===== config.mk =====
export PLATFORM = sky130hd
export DESIGN_NAME = rv32i_jump_branch_load_core_unit
export DESIGN_NICKNAME = d
export VERILOG_FILES = /design/src/rtl/rvjbl_pkg.sv /design/src/rtl/rv32i_jump_branch_load_core_unit.sv /design/src/rtl/rvjbl_front.sv /design/src/rtl/rvjbl_back.sv
export SDC_FILE = /design/constraint.sdc
export NUM_CORES = 2
export LEC_CHECK = 0
export BUFFER_PORTS_ARGS = -buffer_cell sky130_fd_sc_hd__buf_2
export CAP_MARGIN = 20
export CORE_MARGIN = 2
export CORE_UTILIZATION = 40
export CTS_CLUSTER_SIZE = 28
export DETAILED_ROUTE_END_ITERATION = 8
export SLEW_MARGIN = 0
export SYNTH_ARGS = -nofsm -noshare
export SYNTH_HDL_FRONTEND = slang
export SYNTH_HIERARCHICAL = 1
export SYNTH_SLANG_ARGS = --single-unit

===== constraint.sdc =====
create_clock -name clk -period 7.98 [get_ports clk]
set_clock_uncertainty 0.05 [all_clocks]
set_input_delay 1.596 -clock clk [delete_from_list [all_inputs] [get_ports clk]]
set_output_delay 1.596 -clock clk [all_outputs]
set_load 0.02 [all_outputs]

===== src/rtl/rvjbl_pkg.sv =====
// shared types, opcodes and helpers for the jump/branch/load execute core
`default_nettype none
package rvjbl_pkg;

	localparam int XLEN = 32;
	localparam int NREGS = 32;
	localparam int RIDX_W = 5;
	localparam int QDEPTH = 2;

	localparam logic [6:0] OPC_LUI = 7'h37;
	localparam logic [6:0] OPC_AUIPC = 7'h17;
	localparam logic [6:0] OPC_JAL = 7'h6F;
	localparam logic [6:0] OPC_JALR = 7'h67;
	localparam logic [6:0] OPC_BRANCH = 7'h63;
	localparam logic [6:0] OPC_LOAD = 7'h03;

	localparam logic [2:0] F3_LB = 3'd0;
	localparam logic [2:0] F3_LH = 3'd1;
	localparam logic [2:0] F3_LW = 3'd2;
	localparam logic [2:0] F3_LBU = 3'd4;
	localparam logic [2:0] F3_LHU = 3'd5;

	localparam logic [2:0] F3_BEQ = 3'd0;
	localparam logic [2:0] F3_BNE = 3'd1;
	localparam logic [2:0] F3_BLT = 3'd4;
	localparam logic [2:0] F3_BGE = 3'd5;
	localparam logic [2:0] F3_BLTU = 3'd6;
	localparam logic [2:0] F3_BGEU = 3'd7;

	// item class decided by the front end
	typedef enum logic [1:0] {
		CLS_INSN = 2'd0,
		CLS_LDATA = 2'd1
	} item_cls_t;

	// classified item handed from front to back
	typedef struct packed {
		item_cls_t cls;
		logic [6:0] opc;
		logic [2:0] f3;
		logic [4:0] rd;
		logic [4:0] rs1;
		logic [4:0] rs2;
		logic [31:0] word;
	} dec_item_t;

	function automatic logic [31:0] imm_i(input logic [31:0] w);
		return {{20{w[31]}}, w[31:20]};
	endfunction

	function automatic logic [31:0] imm_b(input logic [31:0] w);
		return {{19{w[31]}}, w[31], w[7], w[30:25], w[11:8], 1'b0};
	endfunction

	function automatic logic [31:0] imm_j(input logic [31:0] w);
		return {{11{w[31]}}, w[31], w[19:12], w[20], w[30:21], 1'b0};
	endfunction

	function automatic logic [31:0] load_extract(input logic [2:0] code,
			input logic [31:0] w);
		case (code)
			F3_LB: return {{24{w[7]}}, w[7:0]};
			F3_LH: return {{16{w[15]}}, w[15:0]};
			F3_LBU: return {24'd0, w[7:0]};
			F3_LHU: return {16'd0, w[15:0]};
			default: return w;
		endcase
	endfunction

endpackage
`default_nettype wire


===== src/rtl/rv32i_jump_branch_load_core_unit.sv =====
// RV32I jump/branch/load execute core: top level
// result path: an accepted input is written to a queue entry, then executed into the output register
// throughput: one item per cycle while out_ready holds; execution reads and updates the flop register file
// in the same cycle, so back-to-back dependent items run without stall
// reset: arst_n clears pc, pending load, valid bits of all registers and queue
// registers not written since reset read as zero
`default_nettype none
module rv32i_jump_branch_load_core_unit import rvjbl_pkg::*; #(
	parameter int QueueDepth = QDEPTH
) (
	input wire logic clk,
	input wire logic arst_n,
	input wire logic in_valid,
	output logic in_ready,
	input wire logic op,
	input wire logic [31:0] word,
	output logic out_valid,
	input wire logic out_ready,
	output logic req_kind,
	output logic [31:0] req_addr,
	output logic wr_en,
	output logic [4:0] wr_reg,
	output logic [31:0] wr_value
);
	logic q_valid, q_ready;
	dec_item_t q_item;

	// classify and queue
	rvjbl_front #(.Depth(QueueDepth)) u_front (
		.clk, .arst_n, .in_valid, .in_ready,
		.in_op(op), .in_word(word),
		.q_valid, .q_ready, .q_item
	);

	// execute
	rvjbl_back u_back (
		.clk, .arst_n, .q_valid, .q_ready, .q_item,
		.out_valid, .out_ready, .req_kind, .req_addr,
		.wr_en, .wr_reg, .wr_value
	);

endmodule
`default_nettype wire


===== src/rtl/rvjbl_front.sv =====
// front end: accepts items, splits instruction fields, queues them
`default_nettype none
module rvjbl_front import rvjbl_pkg::*; #(
	parameter int Depth = QDEPTH
) (
	input wire logic clk,
	input wire logic arst_n,
	input wire logic in_valid,
	output logic in_ready,
	input wire logic in_op,
	input wire logic [31:0] in_word,
	output logic q_valid,
	input wire logic q_ready,
	output dec_item_t q_item
);
	localparam int PW = (Depth > 1) ? $clog2(Depth) : 1;

	dec_item_t mem_q [Depth];
	logic [PW-1:0] wp_q, rp_q;
	logic [PW:0] cnt_q;
	logic push, pop;
	dec_item_t dec;

	// field split
	always_comb begin
		dec.cls = in_op ? CLS_LDATA : CLS_INSN;
		dec.opc = in_word[6:0];
		dec.f3 = in_word[14:12];
		dec.rd = in_word[11:7];
		dec.rs1 = in_word[19:15];
		dec.rs2 = in_word[24:20];
		dec.word = in_word;
	end

	assign in_ready = (cnt_q != (PW+1)'(Depth));
	assign push = in_valid && in_ready;
	assign q_valid = (cnt_q != '0);
	assign pop = q_valid && q_ready;
	assign q_item = mem_q[rp_q];

	// queue storage
	always_ff @(posedge clk) begin
		if (push) begin
			mem_q[wp_q] <= dec;
		end
	end

	// queue pointers
	always_ff @(posedge clk or negedge arst_n) begin
		if (!arst_n) begin
			wp_q <= '0;
			rp_q <= '0;
			cnt_q <= '0;
		end else begin
			if (push) begin
				wp_q <= (wp_q == PW'(Depth - 1)) ? '0 : wp_q + 1'b1;
			end
			if (pop) begin
				rp_q <= (rp_q == PW'(Depth - 1)) ? '0 : rp_q + 1'b1;
			end
			cnt_q <= cnt_q + (PW+1)'(push) - (PW+1)'(pop);
		end
	end

	overflow_a: assert property (@(posedge clk) disable iff (!arst_n)
		cnt_q <= (PW+1)'(Depth)) else $error("queue count overflow");
	nopush_full_a: assert property (@(posedge clk) disable iff (!arst_n)
		(cnt_q == (PW+1)'(Depth)) |-> !push) else $error("push into full queue");
	count_step_a: assert property (@(posedge clk) disable iff (!arst_n)
		(push && !pop) |=> (cnt_q == $past(cnt_q) + 1'b1)) else $error("count step");

endmodule
`default_nettype wire


===== src/rtl/rvjbl_back.sv =====
// back end: register file, pc, execution and output register
`default_nettype none
module rvjbl_back import rvjbl_pkg::*; (
	input wire logic clk,
	input wire logic arst_n,
	input wire logic q_valid,
	output logic q_ready,
	input wire dec_item_t q_item,
	output logic out_valid,
	input wire logic out_ready,
	output logic req_kind,
	output logic [31:0] req_addr,
	output logic wr_en,
	output logic [4:0] wr_reg,
	output logic [31:0] wr_value
);
	logic [31:0] rf_q [NREGS];
	logic [NREGS-1:0] rf_vld_q;
	logic [31:0] pc_q;
	logic ld_wait_q;
	logic [4:0] ld_dest_q;
	logic [2:0] ld_code_q;
	logic ov_q;

	logic [31:0] a, b, nxt, val, addr;
	logic kind, wr, taken, ld_ok, exec;
	logic [4:0] rd;

	assign q_ready = !ov_q || out_ready;
	assign exec = q_valid && q_ready;
	assign a = (q_item.rs1 != '0 && rf_vld_q[q_item.rs1]) ? rf_q[q_item.rs1] : '0;
	assign b = (q_item.rs2 != '0 && rf_vld_q[q_item.rs2]) ? rf_q[q_item.rs2] : '0;

	// branch compare and load funct3 check
	always_comb begin
		case (q_item.f3)
			F3_BEQ: taken = (a == b);
			F3_BNE: taken = (a != b);
			F3_BLT: taken = ($signed(a) < $signed(b));
			F3_BGE: taken = ($signed(a) >= $signed(b));
			F3_BLTU: taken = (a < b);
			F3_BGEU: taken = (a >= b);
			default: taken = 1'b0;
		endcase
		ld_ok = (q_item.f3 inside {F3_LB, F3_LH, F3_LW, F3_LBU, F3_LHU});
	end

	// execute
	always_comb begin
		kind = 1'b0;
		wr = 1'b0;
		rd = '0;
		val = '0;
		nxt = pc_q;
		addr = pc_q;
		if (q_item.cls == CLS_LDATA) begin
			if (ld_wait_q) begin
				wr = 1'b1;
				rd = ld_dest_q;
				val = load_extract(ld_code_q, q_item.word);
			end
		end else begin
			nxt = pc_q + 32'd4;
			case (q_item.opc)
				OPC_LUI: begin
					wr = 1'b1; rd = q_item.rd; val = {q_item.word[31:12], 12'd0};
				end
				OPC_AUIPC: begin
					wr = 1'b1; rd = q_item.rd;
					val = {q_item.word[31:12], 12'd0} + pc_q;
				end
				OPC_JAL: begin
					wr = 1'b1; rd = q_item.rd; val = pc_q + 32'd4;
					nxt = pc_q + imm_j(q_item.word);
				end
				OPC_JALR: begin
					wr = 1'b1; rd = q_item.rd; val = pc_q + 32'd4;
					nxt = (a + imm_i(q_item.word)) & 32'hFFFF_FFFE;
				end
				OPC_BRANCH: begin
					if (taken) nxt = pc_q + imm_b(q_item.word);
				end
				OPC_LOAD: begin
					kind = ld_ok;
				end
				default: begin
				end
			endcase
			addr = kind ? (a + imm_i(q_item.word)) : nxt;
		end
		if (rd == '0) begin
			wr = 1'b0;
			val = '0;
		end
	end

	// architectural state and output valid flag
	always_ff @(posedge clk or negedge arst_n) begin
		if (!arst_n) begin
			pc_q <= '0;
			rf_vld_q <= '0;
			ld_wait_q <= 1'b0;
			ld_dest_q <= '0;
			ld_code_q <= '0;
			ov_q <= 1'b0;
		end else begin
			if (exec) begin
				ov_q <= 1'b1;
				pc_q <= nxt;
				ld_wait_q <= (q_item.cls == CLS_INSN) && kind;
				if ((q_item.cls == CLS_INSN) && kind) begin
					ld_dest_q <= q_item.rd;
					ld_code_q <= q_item.f3;
				end
				if (wr) rf_vld_q[rd] <= 1'b1;
			end else if (out_ready) begin
				ov_q <= 1'b0;
			end
		end
	end

	// register data and output payload
	always_ff @(posedge clk) begin
		if (exec) begin
			if (wr) rf_q[rd] <= val;
			req_kind <= kind;
			req_addr <= addr;
			wr_en <= wr;
			wr_reg <= rd;
			wr_value <= val;
		end
	end

	assign out_valid = ov_q;

	x0_a: assert property (@(posedge clk) disable iff (!arst_n)
		(out_valid && !wr_en) |-> (wr_reg == '0 && wr_value == '0)) else $error("x0 write");
	hold_a: assert property (@(posedge clk) disable iff (!arst_n)
		(out_valid && !out_ready) |=> out_valid) else $error("output dropped");
	ld_a: assert property (@(posedge clk) disable iff (!arst_n)
		(exec && kind) |=> ld_wait_q) else $error("load not pending");

endmodule
`default_nettype wire

==> run_results.csv <==
group,metric,value,unit
status,status,"finished, final reports clean",
detailed_routing,firstDrtPassIters,6,
detailed_routing,drc,0,
layout,area_growth,14.0,%
layout,final_cells,6190,
clocking,cts_setup_buffers,0,
synth,ys_ff_latch,1238,
floorplan,die_area,163000,um^2
timing,fmax,133,MHz
layout,multi_input_area,26700,um^2
grt,grtUsageMet1,0.342,
detailed_routing,ant_nets,0,
power_and_ir_drop,p_leak,22.7,nW
floorplan,core_region_area,159000,um^2
detailed_routing,wirelength,203000,um
clocking,cts_made_buffers,136,
setup_path,cpPeakStageDelay,0.85,ns
layout,largest_reg_flops,1024,
grt,grt_pass1_wl,290000,um
clocking,path_clk_slew,0.06,ns
clocking,cts.sinks,1238,
clocking,root_buffer,"clkbuf_16",
grt,grt.total_usage,0.248,
layout,seq_area,36800,um^2
setup_path,path_class,"reg -> reg",
timing,timing.hold.ws,0.438,ns
setup_path,cp.arrival,8.03,ns
timing,post-route-min-period,7.55,ns
synth,ys_seq_area_frac,0.574,
place,port-buffer-count,109,
synth,synthCells,3827,
timing,final-setup-viol-count,0,
power_and_ir_drop,cellPowerDensity,323,nW/um^2
grt,antenna_found_initial,6,
layout,diodes,0,
synth,synthesis.area,64100,um^2
place,hpwl,127000,um
clocking,cts_tree,"yes",
floorplan,design.portCount,110,
timing,timing.setup.tns,0,ns
synth,synthFlopType,"edfxtp_1",
setup_path,path_max_fanout,40,
grt,grt_remaining_overflow,0,
clocking,clk_path_buf_depth,3,
timing,maxSlewHeadroom,0.290,
setup_path,required,8.46,ns
hold_path,hp-class,"reg -> reg",
place,numPlacedInstances,5938,
synth,synth_area_per_cell,16.7,um^2
timing,tightest_slew,1.07,ns
floorplan,start_util,0.404,
layout,top_register,"u_back/rf_q",
clocking,hold_buffers,0,
clocking,ctsResizeCount,0,
place,placed_cell_area,68400,um^2
grt,gr-usage-met3,0.0424,
synth,ys_types,97,
timing,slew_violations,0,
layout,num-fill-cells,13400,
run,drv_cap,0,
layout,reg.largest.list,"u_back/rf_q x1024, u_front/mem_q x66",
grt,grt-busiest-layer,"met2",
floorplan,die_y,404,um
setup_path,regToRegSetupSlack,0.43,ns
grt,grt_pass1_vias,39100,
detailed_routing,drt-initial-drc-count,5365,
setup_path,cp-start-kind,"flip-flop",
clocking,clk-insertion-delay-late,0.80,ns
detailed_routing,wire_per_inst,32.8,um
layout,nNetsFinal,4166,
detailed_routing,viasPerCell,6.44,
setup_path,crit_chain,"buf_4, mux2_8, mux4_2, mux2i_1, mux4_2, or2_2, inv_1, ha_1, nand4_2, nor4_4, o21ai_0, a31oi_1, nor4_1, nor2_1, nand3_4, a32oi_1, o211ai_1, o21a_1",
setup_path,cp_slowest_cell,"mux4_2",
clocking,cts_max_level,4,
synth,synth_edf_count,1161,
synth,synthArstFlopShare,0.0622,
floorplan,rows,146,
place,gp_congestion,0.951,
timing,period_share,0.946,
setup_path,cp-end-kind,"flip-flop",
layout,drive_above_1_share,0.333,
grt,grtUsageMet2,0.397,
timing,hold_violations,0,
detailed_routing,routed-via-count,39900,
grt,grt_start_max_net_pins,69,
synth,synth.yosys.warnings,6,
timing,rsz0062_at_grt,"no",
power_and_ir_drop,ir_worst_vdd,0.248,mV
floorplan,die_w,404,um
setup_path,cp_common_cell,"mux4_2",
layout,finish.instance_area,73100,um^2
worst max-delay path, delay by kind of cell, from the launching register on:
family	cells	cell delay [ns]
AND/OR/NAND/NOR	6	2.29
multiplexers	4	2.14
AO/OA/AOI/OAI	5	1.22
flip-flops	1	0.50
buffers and inverters	2	0.50
adder cells (fa/ha/maj)	1	0.46
path summary, 6_finish.rpt:
path	cells after the start	start	to
min reg2reg	1	u_back/rf_vld_q[1]$_DFFE_PN0P_	u_back/rf_vld_q[1]$_DFFE_PN0P_
min	1	u_back/rf_vld_q[1]$_DFFE_PN0P_	u_back/rf_vld_q[1]$_DFFE_PN0P_
max in group asynchronous	2	arst_n	u_back/pc_q[31]$_DFFE_PN0P_
max reg2reg	18	u_front/rp_q$_DFFE_PN0P_	u_back/req_addr[20]$_DFFE_PP_
max	18	u_front/rp_q$_DFFE_PN0P_	u_back/req_addr[20]$_DFFE_PP_
min in group asynchronous	1	arst_n	u_front/cnt_q[0]$_DFF_PN0_
power breakdown:
part	switching [W]	internal [W]
registers	0.000264	0.00748
logic	0.00579	0.00358
clock network	0.00269	0.00381
final cells by class:
cell class                 instances  share of cell area
timing repair buffer             287              0.0310
tap                             2072              0.0355
clock inverter                    82              0.0129
multi-input combinational       2304               0.365
sequential                      1238               0.503
clock buffer                     168              0.0501
inverter                          39             0.00202
through the flow:
step / utilization / worst slack, ns / power, W
final: 0.460 / 0.435 / 0.0236
after global placement: 0.431 / 0.610 / 0.0171
after detailed placement: 0.431 / 0.569 / 0.0171
after CTS: 0.460 / 0.538 / 0.0236
after global routing: 0.460 / 0.176 / 0.0245
after floorplan: - / 1.64 / 0.0142
Yosys cell counts, types with 18 or more instances:
library cell	instances	area [um^2]
a221oi_1	20	175
inv_1	38	143
a211oi_1	45	338
nand2_1	163	612
and3_1	25	156
buf_4	27	203
dfrtp_1	77	1930
mux2i_1	88	881
o211ai_1	22	165
nor3_1	40	200
or2_2	72	450
nand3_1	44	220
edfxtp_1	1161	34900
nor2_1	188	706
ha_1	119	1490
mux4_2	656	14800
buf_1	33	124
xor2_1	40	350
buf_2	43	215
a21o_1	39	293
mux2_2	47	529
xnor2_1	79	692
clkbuf_1	167	627
o21ai_0	126	631
nand4_1	18	113
a21oi_1	155	776
a31oi_1	20	125
cells in the final DEF, fill, tap and decap left out, types with 18 or more instances in the layout:
master / count
clkbuf_1: 24
xnor2_1: 79
o211ai_1: 22
inv_1: 37
nor2_4: 32
ha_1: 119
mux2_2: 37
conb_1: 33
and3_1: 25
a21o_1: 39
dfrtp_1: 76
buf_12: 25
mux4_2: 656
nor2_1: 151
nand4_1: 18
nor3_1: 28
clkinv_1: 26
nand3_1: 44
buf_2: 108
clkinv_2: 22
xor2_1: 40
o21ai_0: 125
mux2i_1: 87
buf_4: 150
or2_2: 72
nand2_1: 163
a211oi_1: 39
edfxtp_1: 1161
clkbuf_16: 141
a31oi_1: 20
a21oi_1: 155
cell families after synthesis:
logic type,share of synthesized area
fa+ha+maj,0.0245
buf+inv,0.0217
simple gates,0.0480
mux,0.252
compound gates,0.0630
other cells,0.000117
flops,0.574
xor+xnor,0.0163
per-layer routing:
| layer | vias up | part of all wire | wire (um) |
|---|---|---|---|
| met4 | 2 | 0.039 | 7980 |
| met2 | 2262 | 0.48 | 96700 |
| met1 | 21000 | 0.39 | 80100 |
| met5 | - | 0.000094 | 19 |
| li1 | 16200 | - | - |
| met3 | 385 | 0.090 | 18200 |
Note: power is estimated with default switching activity, not from simulation.
